===== src/rtl/trmc_pkg.sv =====
// shared types, constants and row coding function for the tile row mask compressor
// no dependencies; used by trmc_ser and tile_row_mask_compressor_core
package trmc_pkg;

    localparam int unsigned ROW_BYTES = 4;
    localparam int unsigned MAX_WORDS = ROW_BYTES + 1;

    localparam logic [1:0] CODE_REPEAT  = 2'b00;
    localparam logic [1:0] CODE_LITERAL = 2'b01;
    localparam logic [1:0] CODE_ZERO    = 2'b10;
    localparam logic [1:0] CODE_ONES    = 2'b11;

    localparam logic [7:0] BYTE_ZERO = 8'h00;
    localparam logic [7:0] BYTE_ONES = 8'hFF;
    localparam logic [7:0] TERMINATOR = 8'h00;

    typedef logic [ROW_BYTES-1:0][7:0] t_row;
    typedef logic [ROW_BYTES-1:0] t_flags;
    typedef logic [$clog2(ROW_BYTES+1)-1:0] t_count;
    typedef logic [$clog2(MAX_WORDS+1)-1:0] t_remain;

    typedef struct packed {
        logic   finish;
        logic   [7:0] mask;
        t_row   lits;
        t_count n_lits;
    } t_coded;

    // byte 0 of the row sits in mask bits 7:6
    function automatic t_coded code_row(input t_row row, input t_flags is_zero,
                                        input t_flags is_ones, input logic finish);
        t_coded     res;
        logic       have_lit;
        logic [7:0] lit_val;
        logic [1:0] code;
        res      = '0;
        have_lit = 1'b0;
        lit_val  = BYTE_ZERO;
        res.finish = finish;
        for (int i = 0; i < ROW_BYTES; i++) begin
            if (is_zero[i]) begin
                code = CODE_ZERO;
            end else if (is_ones[i]) begin
                code = CODE_ONES;
            end else if (have_lit && row[i] == lit_val) begin
                code = CODE_REPEAT;
            end else begin
                code = CODE_LITERAL;
                have_lit = 1'b1;
                lit_val  = row[i];
                res.lits[res.n_lits[$clog2(ROW_BYTES)-1:0]] = row[i];
                res.n_lits = res.n_lits + t_count'(1);
            end
            res.mask[7-2*i -: 2] = code;
        end
        return res;
    endfunction

endpackage


===== src/rtl/tile_row_mask_compressor_core.sv =====
// top level of the tile row mask compressor: input register, coding stage, serialiser
// depends on trmc_pkg and trmc_ser
//
// channel  direction  handshake            word
// input    in         start && !busy       i_row_byte_a..d, i_finish
// result   out        o_strobe (no stall)  o_out_byte, o_last_of_run
//
// three stages: byte classify, row coding, serialiser; synchronous active-low reset empties all
// first result word follows its input word through classify, coding and serialiser registers
// a row gives 1 to 5 result words, one per cycle; a finish item gives one
// rate is set by the one-word result port; a row loads as the prior row's last word goes out
// busy when classify and coding stages both hold a word and the serialiser has over one left

module tile_row_mask_compressor_core (
    input  logic       i_clk,
    input  logic       i_rst_n,
    input  logic       start,
    output logic       busy,
    input  logic [7:0] i_row_byte_a,
    input  logic [7:0] i_row_byte_b,
    input  logic [7:0] i_row_byte_c,
    input  logic [7:0] i_row_byte_d,
    input  logic       i_finish,
    output logic       o_strobe,
    output logic [7:0] o_out_byte,
    output logic       o_last_of_run
);

    logic              r_s1_vld;
    trmc_pkg::t_row    r_s1_row;
    trmc_pkg::t_flags  r_s1_zero;
    trmc_pkg::t_flags  r_s1_ones;
    logic              r_s1_finish;
    logic              r_s2_vld;
    trmc_pkg::t_coded  r_s2_coded;
    trmc_pkg::t_row    n_s1_row;
    logic              ser_free;
    logic              s1_adv;

    assign n_s1_row = {i_row_byte_d, i_row_byte_c, i_row_byte_b, i_row_byte_a};
    assign s1_adv   = !r_s2_vld || ser_free;
    assign busy     = r_s1_vld && !s1_adv;

    // stage 1: capture and classify
    always_ff @(posedge i_clk) begin
        if (!i_rst_n) begin
            r_s1_vld <= 1'b0;
        end else if (!busy) begin
            r_s1_vld <= start;
        end
        if (start && !busy) begin
            r_s1_row    <= n_s1_row;
            r_s1_finish <= i_finish;
            for (int i = 0; i < trmc_pkg::ROW_BYTES; i++) begin
                r_s1_zero[i] <= (n_s1_row[i] == trmc_pkg::BYTE_ZERO);
                r_s1_ones[i] <= (n_s1_row[i] == trmc_pkg::BYTE_ONES);
            end
        end
    end

    // stage 2: mask and literal list
    always_ff @(posedge i_clk) begin
        if (!i_rst_n) begin
            r_s2_vld <= 1'b0;
        end else if (s1_adv) begin
            r_s2_vld <= r_s1_vld;
        end
        if (s1_adv && r_s1_vld) begin
            r_s2_coded <= trmc_pkg::code_row(r_s1_row, r_s1_zero, r_s1_ones, r_s1_finish);
        end
    end

    // stage 3: serialiser
    trmc_ser u_ser (
        .i_clk         (i_clk),
        .i_rst_n       (i_rst_n),
        .i_load        (r_s2_vld),
        .i_coded       (r_s2_coded),
        .o_free        (ser_free),
        .o_strobe      (o_strobe),
        .o_out_byte    (o_out_byte),
        .o_last_of_run (o_last_of_run)
    );

endmodule


===== src/rtl/trmc_ser.sv =====
// output serialiser: turns one coded row into mask and literal words, or a finish item into a terminator, one a cycle
// depends on trmc_pkg
module trmc_ser (
    input  logic             i_clk,
    input  logic             i_rst_n,
    input  logic             i_load,
    input  trmc_pkg::t_coded i_coded,
    output logic             o_free,
    output logic             o_strobe,
    output logic [7:0]       o_out_byte,
    output logic             o_last_of_run
);

    logic [trmc_pkg::MAX_WORDS-1:0][7:0] r_q;
    logic [trmc_pkg::MAX_WORDS-1:0][7:0] n_q;
    trmc_pkg::t_remain r_rem;
    trmc_pkg::t_remain n_rem;

    assign o_strobe      = (r_rem != '0);
    assign o_last_of_run = (r_rem == trmc_pkg::t_remain'(1));
    assign o_out_byte    = r_q[0];
    assign o_free        = (r_rem == '0) || o_last_of_run;

    always_comb begin
        n_q   = r_q;
        n_rem = r_rem;
        if (r_rem != '0) begin
            for (int k = 0; k < trmc_pkg::MAX_WORDS - 1; k++) begin
                n_q[k] = r_q[k+1];
            end
            n_rem = r_rem - trmc_pkg::t_remain'(1);
        end
        if (i_load && o_free) begin
            if (i_coded.finish) begin
                n_q[0] = trmc_pkg::TERMINATOR;
                n_rem  = trmc_pkg::t_remain'(1);
            end else begin
                n_q[0] = i_coded.mask;
                for (int k = 0; k < trmc_pkg::ROW_BYTES; k++) begin
                    n_q[k+1] = i_coded.lits[k];
                end
                n_rem = trmc_pkg::t_remain'(i_coded.n_lits) + trmc_pkg::t_remain'(1);
            end
        end
    end

    always_ff @(posedge i_clk) begin
        r_q <= n_q;
        if (!i_rst_n) begin
            r_rem <= '0;
        end else begin
            r_rem <= n_rem;
        end
    end

endmodule


===== config.mk =====
export PLATFORM = sky130hd
export DESIGN_NAME = tile_row_mask_compressor_core
export DESIGN_NICKNAME = d
export VERILOG_FILES = /design/src/rtl/trmc_pkg.sv /design/src/rtl/tile_row_mask_compressor_core.sv /design/src/rtl/trmc_ser.sv
export SDC_FILE = /design/constraint.sdc
export NUM_CORES = 1
export LEC_CHECK = 0
export BUFFER_PORTS_ARGS = -buffer_cell sky130_fd_sc_hd__buf_2
export CELL_PAD_IN_SITES_DETAIL_PLACEMENT = 1
export CELL_PAD_IN_SITES_GLOBAL_PLACEMENT = 2
export CORE_AREA = 4 4 145 147
export CTS_BUF_LIST = sky130_fd_sc_hd__clkbuf_4 sky130_fd_sc_hd__clkbuf_8
export CTS_CLUSTER_SIZE = 20
export DETAILED_ROUTE_END_ITERATION = 6
export DIE_AREA = 0 0 149 151
export GPL_ROUTABILITY_DRIVEN = 0
export PLACE_DENSITY = 0.76
export REMOVE_ABC_BUFFERS = 1
export SKIP_CTS_REPAIR_TIMING = 1
export SLEW_MARGIN = 20
export SYNTH_ARGS = -nofsm -noshare
export SYNTH_HDL_FRONTEND = slang
export SYNTH_SLANG_ARGS = --single-unit

===== constraint.sdc =====
create_clock -name i_clk -period 9.3 [get_ports i_clk]
set_clock_uncertainty 0.2 [all_clocks]
set_input_delay 0 -clock i_clk [delete_from_list [all_inputs] [get_ports i_clk]]
set_output_delay 0 -clock i_clk [all_outputs]
set_load 0.05 [all_outputs]

==> impl_metrics.py, run 1 <==
metrics = {
    "clock_tree": {
        "cts.sinks": 130,
        "root_buffer": "clkbuf_8",
        "cts_tree": "yes",
        "cts_made_buffers": 17,
        "clkSlewWorstSetupHoldPaths_ps": 90,
        "htree_levels": 4,
        "ctsLongestPathBuffers": 2,
        "clkLatencyLatePin_ps": 460,
    },
    "floorplanning": {
        "io_pins": 47,
        "fp.coreArea_mm2": 0.0199,
        "die_h_um": 151,
        "die_w_um": 149,
        "die-area_mm2": 0.0225,
        "start_util": 0.344,
        "rows": 52,
    },
    "power": {
        "power_mw": 1.85,
        "internal-power_mw": 1.21,
        "power_switching_mw": 0.639,
        "peakVddDrop_v": 0.0000871,
        "powerDensity_mw_per_mm2": 231,
        "p_seq_frac": 0.456,
        "p_leak_nw": 3.11,
        "clockPowerShare": 0.265,
        "combPwrFrac": 0.279,
        "switching_share": 0.346,
    },
    "logic_synthesis": {
        "synth_simple_gate_area_frac": 0.123,
        "synth_area_leaders": "edfxtp_1 44%, dfxtp_1 8.5%, mux2_4 5.3%, mux2i_1 4.0%, nand2_1 3.5%",
        "synthAdderAreaFrac": 0.0219,
        "muxShareOfSynthArea": 0.110,
        "synth-seq-cells": 130,
        "synth_top_area_frac": 0.443,
        "synth_edf_count": 101,
        "yosys_warnings": 0,
        "ys_seq_area_frac": 0.528,
        "yosysTopAreaCell": "edfxtp_1",
        "async_flop_share": 0,
        "synth_top_family_by_area": "compound AO/OA/AOI/OAI gates",
        "syn_avg_cell_area_um2": 11.6,
        "synth_xor_area_frac": 0.0397,
        "postSynthCellCount": 588,
        "syn_area_mm2": 0.00684,
        "synthDistinctLibCells": 69,
        "synth_flop_cell": "edfxtp_1",
        "synth-compound-area-share": 0.131,
    },
    "timing": {
        "maxSlewViolCount": 0,
        "period_needed_ps": 4780,
        "max_slew_margin": 0.441,
        "rsz0062_at_grt": "false",
        "hold_violations": 0,
        "setup_viol": 0,
        "max_freq_ghz": 0.209,
        "fin_tns_setup_ps": 0,
        "tightest_slew_ps": 839,
        "fin_crit_sh": 0.514,
    },
    "global_route": {
        "first_global_vias": 4859,
        "antenna_found_initial": 0,
        "grt_usage": 0.160,
        "grt_max_degree": 65,
        "grt-ovfl-total": 0,
        "grt_pass1_wl_mm": 27.4,
    },
    "final_layout": {
        "fin_cells": 937,
        "multi_input_area_mm2": 0.00294,
        "fin_util": 0.403,
        "nFillCells": 2193,
        "diodes": 0,
        "ff_latch_area_mm2": 0.00361,
        "layout-drive-gt1-share": 0.207,
        "synthToLayoutAreaGrowth_pct": 17.2,
        "finalNetCount": 702,
    },
    "setup_path": {
        "cp_data_required_time_ps": 9310,
        "critPathKind": "reg2reg",
        "path_max_fanout": 17,
        "cp.arrival_ps": 4790,
        "reg2reg_depth": 12,
        "endpoint_kind": "register",
        "startpoint_type": "register",
    },
    "run_status": {
        "outcome": "finished clean",
    },
    "detailed_routing": {
        "vias_per_cell": 5.06,
        "dr.pass1.iters": 4,
        "antenna_left": 0,
        "drcViolationCount": 0,
        "vias": 4741,
        "wl_per_cell_um": 19.1,
        "drt_iter0_markers": 315,
        "routed_wl_mm": 17.9,
    },
    "worst_hold_path": {
        "min_path_type": "in2reg",
        "holdPathStages": 2,
    },
    "placement": {
        "portBuffers": 46,
        "hpwl_mm": 12.7,
        "place_inst": 868,
    },
    "job": {
        "maxCapViolCount": 0,
    },
}
## final cells by class
class	instances	share of cell area
Sequential cell	130	0.451
Multi-Input combinational cell	395	0.367
Timing Repair Buffer	87	0.0799
Tap cell	270	0.0421
Clock buffer	18	0.0301
Clock inverter	14	0.0197
Inverter	23	0.0108
## cells in the mapped netlist, drive strengths merged (3+ instances only)
master	n
o211ai	7
a21oi	16
clkbuf	24
xnor2	17
mux2i	28
and2	5
mux2	33
inv	22
nor3	3
edfxtp	101
o31ai	5
nor2	45
xor2	14
ha	12
nand2b	6
a31oi	9
buf	16
nand3	6
dfxtp	29
nand2	64
and3	15
a21o	3
o21ai	43
or4	11
nand4	11
o32a	3
nor2b	4
a22o	8
## critical path, cell delays in order (launching register included)
cell and delay, ps:
edfxtp_1 480, nor2_4 350, inv_2 190, o32a_1 380
a222oi_1 340, buf_4 240, a21o_2 190, mux2_2 360
a22oi_1 260, a31oi_1 120, a2111o_1 590, o211ai_4 490
mux2_4 340
## per-stage QoR
| step | setup WS (ps) | hold slack (ps) | cell area, µm² |
|---|---|---|---|
| 2_1_floorplan | 3140 | -101 | 6610 |
| 4_1_cts | 4540 | -504 | 7640 |
| 3_3_place_gp | 4670 | -21.5 | 7240 |
| 3_5_place_dp | 4570 | -11.7 | 7240 |
| 5_1_grt | 4320 | 32.5 | 8020 |
| 6_report | 4520 | 59.1 | 8020 |
## placed cells by master, fill, tap and decap left out, types with 3 or more instances in the layout
cell type        n
mux2_1           4
mux2_2           5
clkinv_4         6
nand3_1          6
nand4_1         11
a22o_1           8
buf_4            4
mux2_4          24
o32a_1           3
o211ai_1         3
mux2i_1         27
nand2_1         63
and2_1           3
or4_1           11
a31oi_1          9
o31ai_1          5
inv_1           20
clkbuf_8        17
o211ai_4         4
a21oi_1         14
nand2b_1         6
dlygate4sd3_1   36
ha_1            12
nor3_1           3
xnor2_1         17
nor2_1          42
o21ai_0         42
edfxtp_1       101
xor2_1          14
dfxtp_1         29
buf_2           46
and3_1          14
## routing by layer
metal | GRT usage | routed length [µm] | vias up
met1 | 0.211 | 8190 | 2318
li1 | - | - | 2298
met5 | 0 | 0 | -
met3 | 0.0359 | 679 | 27
met4 | 0.0531 | 364 | 0
met2 | 0.261 | 8640 | 98
## cells by family (layout without fill, tap and decap cells)
| family | after synthesis | in the layout |
|---|---|---|
| muxes | 61 | 61 |
| and+or+nand+nor | 173 | 173 |
| adders and majority gates | 12 | 12 |
| DFF | 130 | 130 |
| AOI/OAI and AO/OA | 118 | 118 |
| buffers and inverters | 63 | 142 |
| xor gates and xnor gates | 31 | 31 |
## path summary, 6_finish.rpt
kind	start	end	slack, ps
max	r_s1_zero[0]$_DFFE_PP_	r_s2_coded[31]$_DFFE_PP_	4520
min	i_finish	r_s1_finish$_DFFE_PP_	60
max reg2reg	r_s1_zero[0]$_DFFE_PP_	r_s2_coded[31]$_DFFE_PP_	4520
min reg2reg	r_s1_finish$_DFFE_PP_	r_s2_coded[43]$_DFFE_PP_	230
## sequential cells by signal, summed over array words and instances, names as in the netlist
register          count
r_s2_coded           44
r_s1_row             32
u_ser.r_q            32
u_ser.o_out_byte      8
r_s1_ones             4
r_s1_zero             4
u_ser.r_rem           3
r_s1_finish           1
r_s1_vld              1
r_s2_vld              1
## power groups by stage
| stage | combinational (mW) | clock (mW) | sequential (mW) |
|---|---|---|---|
| after floorplan | 0.330 | 0 | 0.885 |
| after global placement | 0.492 | 0 | 0.857 |
| after detailed placement | 0.508 | 0 | 0.860 |
| after CTS | 0.510 | 0.502 | 0.847 |
| after global routing | 0.569 | 0.530 | 0.856 |
| final | 0.516 | 0.491 | 0.843 |
Power figures use the tool's default switching activity.
==> inputs of run 2 (changes only) <==
clock period = 4.8 ns   (was 9.3 ns; I/O delays follow)
==> run 2 against run 1 <==
Flip-flop and latch count is the same. Worst hold slack lost 16 ps. Non-clock buffer count grew 13. Highest routed layer is now met5.
==> impl_metrics.py, run 2 (same netlist as run 1, synthesis figures left out) <==
metrics = {
    "run_status": {
        "outcome": "finished clean",
    },
    "detailed_routing": {
        "antenna_left": 0,
        "wl_per_cell_um": 19.5,
        "vias": 4840,
        "dr.pass1.iters": 5,
        "routed_wl_mm": 18.6,
        "drcViolationCount": 0,
        "drt_iter0_markers": 301,
        "vias_per_cell": 5.09,
    },
    "final_layout": {
        "diodes": 0,
        "layout-drive-gt1-share": 0.219,
        "mostFrequentLayoutCells": "101 x edfxtp_1, 63 x nand2_1, 46 x buf_2",
        "regMostFlops": "r_s2_coded",
        "largest_reg_flops": 44,
        "synthToLayoutAreaGrowth_pct": 18.9,
        "reg_top3": "r_s2_coded x44, r_s1_row x32, u_ser.r_q x32",
        "stdcell_area_mm2": 0.00813,
        "finalNetCount": 715,
        "final_common_cell": "edfxtp_1",
    },
    "timing": {
        "maxSlewViolCount": 0,
        "fin_ws_ps": 160,
        "tightest_slew_ps": 835,
        "hold_violations": 0,
        "setup_viol": 0,
        "period_needed_ps": 4640,
        "rsz0062_at_grt": "false",
        "max_slew_margin": 0.443,
        "fin_crit_sh": 0.967,
        "max_freq_ghz": 0.215,
    },
    "global_route": {
        "grt-ovfl-total": 0,
        "grt_usage": 0.165,
        "grt_max_degree": 55,
        "antenna_found_initial": 1,
        "grt_pass1_wl_mm": 28.0,
        "first_global_vias": 4925,
    },
    "floorplanning": {
        "die_h_um": 151,
        "rows": 52,
        "die-area_mm2": 0.0225,
        "io_pins": 47,
        "fp.coreArea_mm2": 0.0199,
        "start_util": 0.344,
        "die_w_um": 149,
    },
    "setup_path": {
        "setup.worst_path.end": "r_s2_coded[26]$_DFFE_PP_",
        "cp.arrival_ps": 4640,
        "startpoint": "r_s1_zero[0]$_DFFE_PP_",
        "path_max_fanout": 9,
        "cp_data_required_time_ps": 4800,
        "startpoint_type": "register",
        "critPathKind": "reg2reg",
        "r2r-end": "r_s2_coded[26]$_DFFE_PP_",
        "r2r_slack_ps": 160,
        "reg2reg_depth": 11,
        "r2r_start": "r_s1_zero[0]$_DFFE_PP_",
        "endpoint_kind": "register",
    },
    "clock_tree": {
        "ctsLongestPathBuffers": 2,
        "clkSlewWorstSetupHoldPaths_ps": 90,
        "cts.sinks": 130,
        "root_buffer": "clkbuf_8",
        "clkLatencyLatePin_ps": 460,
        "cts_made_buffers": 17,
        "cts_tree": "yes",
        "htree_levels": 4,
    },
    "job": {
        "maxCapViolCount": 0,
    },
    "power": {
        "clockPowerShare": 0.243,
        "power_mw": 3.53,
        "switching_share": 0.360,
        "internal-power_mw": 2.26,
        "p_leak_nw": 3.16,
        "peakVddDrop_v": 0.000170,
        "combPwrFrac": 0.296,
        "powerDensity_mw_per_mm2": 434,
        "p_seq_frac": 0.461,
        "power_switching_mw": 1.27,
    },
    "worst_hold_path": {
        "min_path_type": "in2reg",
    },
    "placement": {
        "dp_slack_ps": -12.1,
        "hpwl_mm": 13.2,
        "placed_area_mm2": 0.00729,
        "portBuffers": 46,
    },
}
-- run 2: changes by cell type in the layout (fill, tap and decap cells not counted), moves of 2 or more --
| cell | previous run | this run |
|---|---|---|
| buf_12 | 1 | 4 |
| buf_4 | 4 | 13 |
| bufinv_16 | 2 | 0 |
| clkinv_1 | 1 | 3 |
| clkinv_4 | 6 | 4 |
| inv_6 | 2 | 5 |
-- run 2: cell type report --
| class | instances | area (µm²) |
|---|---|---|
| clock buffers | 17 | 234 |
| fillers | 2204 | 11800 |
| repair buffers | 100 | 796 |
| multi-input cells | 395 | 2940 |
| clock inverters | 15 | 126 |
| flip-flops and latches | 130 | 3610 |
| inverters | 23 | 86.3 |
| well taps | 270 | 338 |
-- run 2: worst min-delay path by stage --
| stage | cells past startpoint | from | endpoint |
|---|---|---|---|
| floorplan | 0 | i_finish | r_s1_finish$_DFFE_PP_ |
| global placement | 1 | i_finish | r_s1_finish$_DFFE_PP_ |
| detailed placement | 1 | i_finish | r_s1_finish$_DFFE_PP_ |
| CTS | 1 | i_finish | r_s1_finish$_DFFE_PP_ |
| global route | 2 | i_finish | r_s1_finish$_DFFE_PP_ |
| finish | 2 | i_finish | r_s1_finish$_DFFE_PP_ |
-- run 2: power groups by stage --
stage | Sequential (mW) | Combinational (mW) | Clock (mW)
final | 1.63 | 1.04 | 0.858
after global routing | 1.65 | 1.14 | 0.938
after CTS | 1.64 | 1.01 | 0.879
after detailed placement | 1.66 | 1.01 | 0
after global placement | 1.65 | 0.965 | 0
after floorplan | 1.72 | 0.640 | 0
-- run 2: layer usage --
metal,vias to the layer above,part of all wire,track usage
li1,2314,-,-
met1,2365,0.44,0.215
met2,121,0.48,0.271
met3,38,0.049,0.0359
met4,2,0.022,0.0627
met5,-,0.00070,0
-- run 2: critical path, stage by stage (launching register included) --
cell      delay, ps
edfxtp_1        480
or4_1           550
o32a_1          190
a222oi_1        380
buf_4           250
a21o_2          200
mux2_2          360
a22oi_1         260
a31oi_1         150
a2111o_1        600
o211ai_4        390
mux2_2          380
-- run 2: through the flow --
stage	cells	utilization	hold WS, ps	TNS, ps
floorplan	548	-	-101	-85260
global placement	875	0.366	-20.2	0
detailed placement	875	0.366	-18.9	-84.1
CTS	907	0.384	-511	-428
global route	950	0.409	36.2	0
finish	950	0.409	43.5	0
==> inputs of run 3 (changes only) <==
CORE_AREA = 4 4 139 154   (was 4 4 145 147)
DIE_AREA = 0 0 143 158   (was 0 0 149 151)
MAX_ROUTING_LAYER = met4   (was unset)
PLACE_DENSITY = 0.75   (was 0.76)
==> run 3 against run 2 <==
Largest power group unchanged. Clock-buffer cell count up 3. Global-route usage up 0.48 points. Flip-flop and latch count unchanged. Combinational power about the same. Final cell count down 1.8%.
==> impl_metrics.py, run 3 (same netlist as run 1, synthesis figures left out) <==
metrics = {
    "run_status": {
        "outcome": "finished clean",
    },
    "clock_tree": {
        "cts_made_buffers": 17,
        "cts.sinks": 130,
        "ctsLongestPathBuffers": 2,
        "clkLatencyLatePin_ps": 450,
        "clkSlewWorstSetupHoldPaths_ps": 80,
        "htree_levels": 4,
        "cts_tree": "yes",
        "root_buffer": "clkbuf_8",
    },
    "detailed_routing": {
        "antenna_left": 0,
        "wl_per_cell_um": 19.5,
        "drt_iter0_markers": 263,
        "dr.pass1.iters": 4,
        "drcViolationCount": 0,
        "routed_wl_mm": 18.2,
        "vias": 4837,
        "vias_per_cell": 5.18,
    },
    "setup_path": {
        "r2r_start": "r_s1_zero[0]$_DFFE_PP_",
        "startpoint": "r_s1_zero[0]$_DFFE_PP_",
        "r2r_slack_ps": 260,
        "path_max_fanout": 9,
        "critPathKind": "reg2reg",
        "critical_path.most_common_cell": "mux2_2",
        "cp.arrival_ps": 4540,
        "crit_path_max_incr_delay_ps": 590,
        "endpoint_kind": "register",
        "cp_data_required_time_ps": 4800,
        "crit_chain": "or4_1 -> o32a_1 -> a222oi_1 -> buf_4 -> a21o_2 -> mux2_2 -> a22oi_1 -> a31oi_1 -> a2111o_1 -> o211ai_4 -> mux2_2",
        "startpoint_type": "register",
        "setup.worst_path.end": "r_s2_coded[24]$_DFFE_PP_",
        "slowest_stage": "a2111o_1",
        "r2r-end": "r_s2_coded[24]$_DFFE_PP_",
        "reg2reg_depth": 11,
    },
    "final_layout": {
        "largest_reg_flops": 44,
        "regMostFlops": "r_s2_coded",
        "final_common_cell": "edfxtp_1",
        "finalNetCount": 716,
        "mostFrequentLayoutCells": "101 x edfxtp_1, 63 x nand2_1, 46 x buf_2",
        "diodes": 0,
        "synthToLayoutAreaGrowth_pct": 20.3,
        "reg_top3": "r_s2_coded x44, r_s1_row x32, u_ser.r_q x32",
        "fin_util": 0.416,
        "layout-drive-gt1-share": 0.223,
        "stdcell_area_mm2": 0.00823,
    },
    "global_route": {
        "first_global_vias": 4971,
        "grt-ovfl-total": 0,
        "antenna_found_initial": 0,
        "grt_usage": 0.170,
        "grt_pass1_wl_mm": 28.2,
        "grt_max_degree": 42,
    },
    "timing": {
        "tightest_slew_ps": 845,
        "maxSlewViolCount": 0,
        "fin_crit_sh": 0.946,
        "setup_viol": 0,
        "max_freq_ghz": 0.220,
        "max_slew_margin": 0.437,
        "fin_ws_ps": 258,
        "rsz0062_at_grt": "false",
        "period_needed_ps": 4540,
        "whs_ps": 76.0,
        "hold_violations": 0,
    },
    "power": {
        "peakVddDrop_v": 0.000178,
        "power_mw": 3.76,
        "powerDensity_mw_per_mm2": 457,
        "p_leak_nw": 3.23,
    },
    "floorplanning": {
        "rows": 54,
        "io_pins": 47,
        "die-area_mm2": 0.0226,
        "die_w_um": 143,
        "die_h_um": 158,
        "fp.coreArea_mm2": 0.0198,
        "start_util": 0.346,
    },
    "placement": {
        "dp_slack_ps": 68.9,
        "placed_area_mm2": 0.00728,
        "portBuffers": 46,
        "hpwl_mm": 12.7,
    },
    "worst_hold_path": {
        "min_path_type": "in2reg",
        "hp-start": "i_finish",
    },
    "job": {
        "maxCapViolCount": 0,
    },
}
-- run 3: critical path, delay by kind of cell (launching register included) --
family	cells	cell delay, ps
AOI/OAI and AO/OA	7	2070
buffers and inverters	1	240
DFF	1	480
muxes	2	730
and+or+nand+nor	1	570
-- run 3: stage by stage --
| stage | TNS (ps) | std cells |
|---|---|---|
| 6_report | 0 | 933 |
| 5_1_grt | 0 | 933 |
| 4_1_cts | 0 | 890 |
| 3_5_place_dp | 0 | 858 |
| 3_3_place_gp | 0 | 858 |
| 2_1_floorplan | -85260 | 548 |
-- run 3: layout make-up --
type | count | area, µm²
Timing Repair Buffer | 101 | 803
Fill cell | 2116 | 11600
Inverter | 23 | 86.3
Tap cell | 252 | 315
Multi-Input combinational cell | 395 | 2940
Clock inverter | 12 | 203
Sequential cell | 130 | 3610
Clock buffer | 20 | 269
-- run 3: power breakdown --
part	leakage, nW	internal, mW	switching [mW]
combinational	1.76	0.412	0.625
clock	0.237	0.654	0.445
sequential	1.22	1.48	0.149
-- run 3: how the worst min path moves through the flow --
stage	to	slack, ps	cells after the start
detailed placement	r_s1_finish$_DFFE_PP_	-10	1
CTS	r_s1_finish$_DFFE_PP_	-500	1
floorplan	r_s1_finish$_DFFE_PP_	-100	0
global route	r_s1_finish$_DFFE_PP_	40	2
global placement	r_s1_finish$_DFFE_PP_	-20	1
finish	r_s1_finish$_DFFE_PP_	80	2
-- run 3: routing by layer --
layer	wire length, µm	GRT usage
met1	7850	0.213
met2	8910	0.271
met3	985	0.0350
met4	495	0.0665
met5	0	-
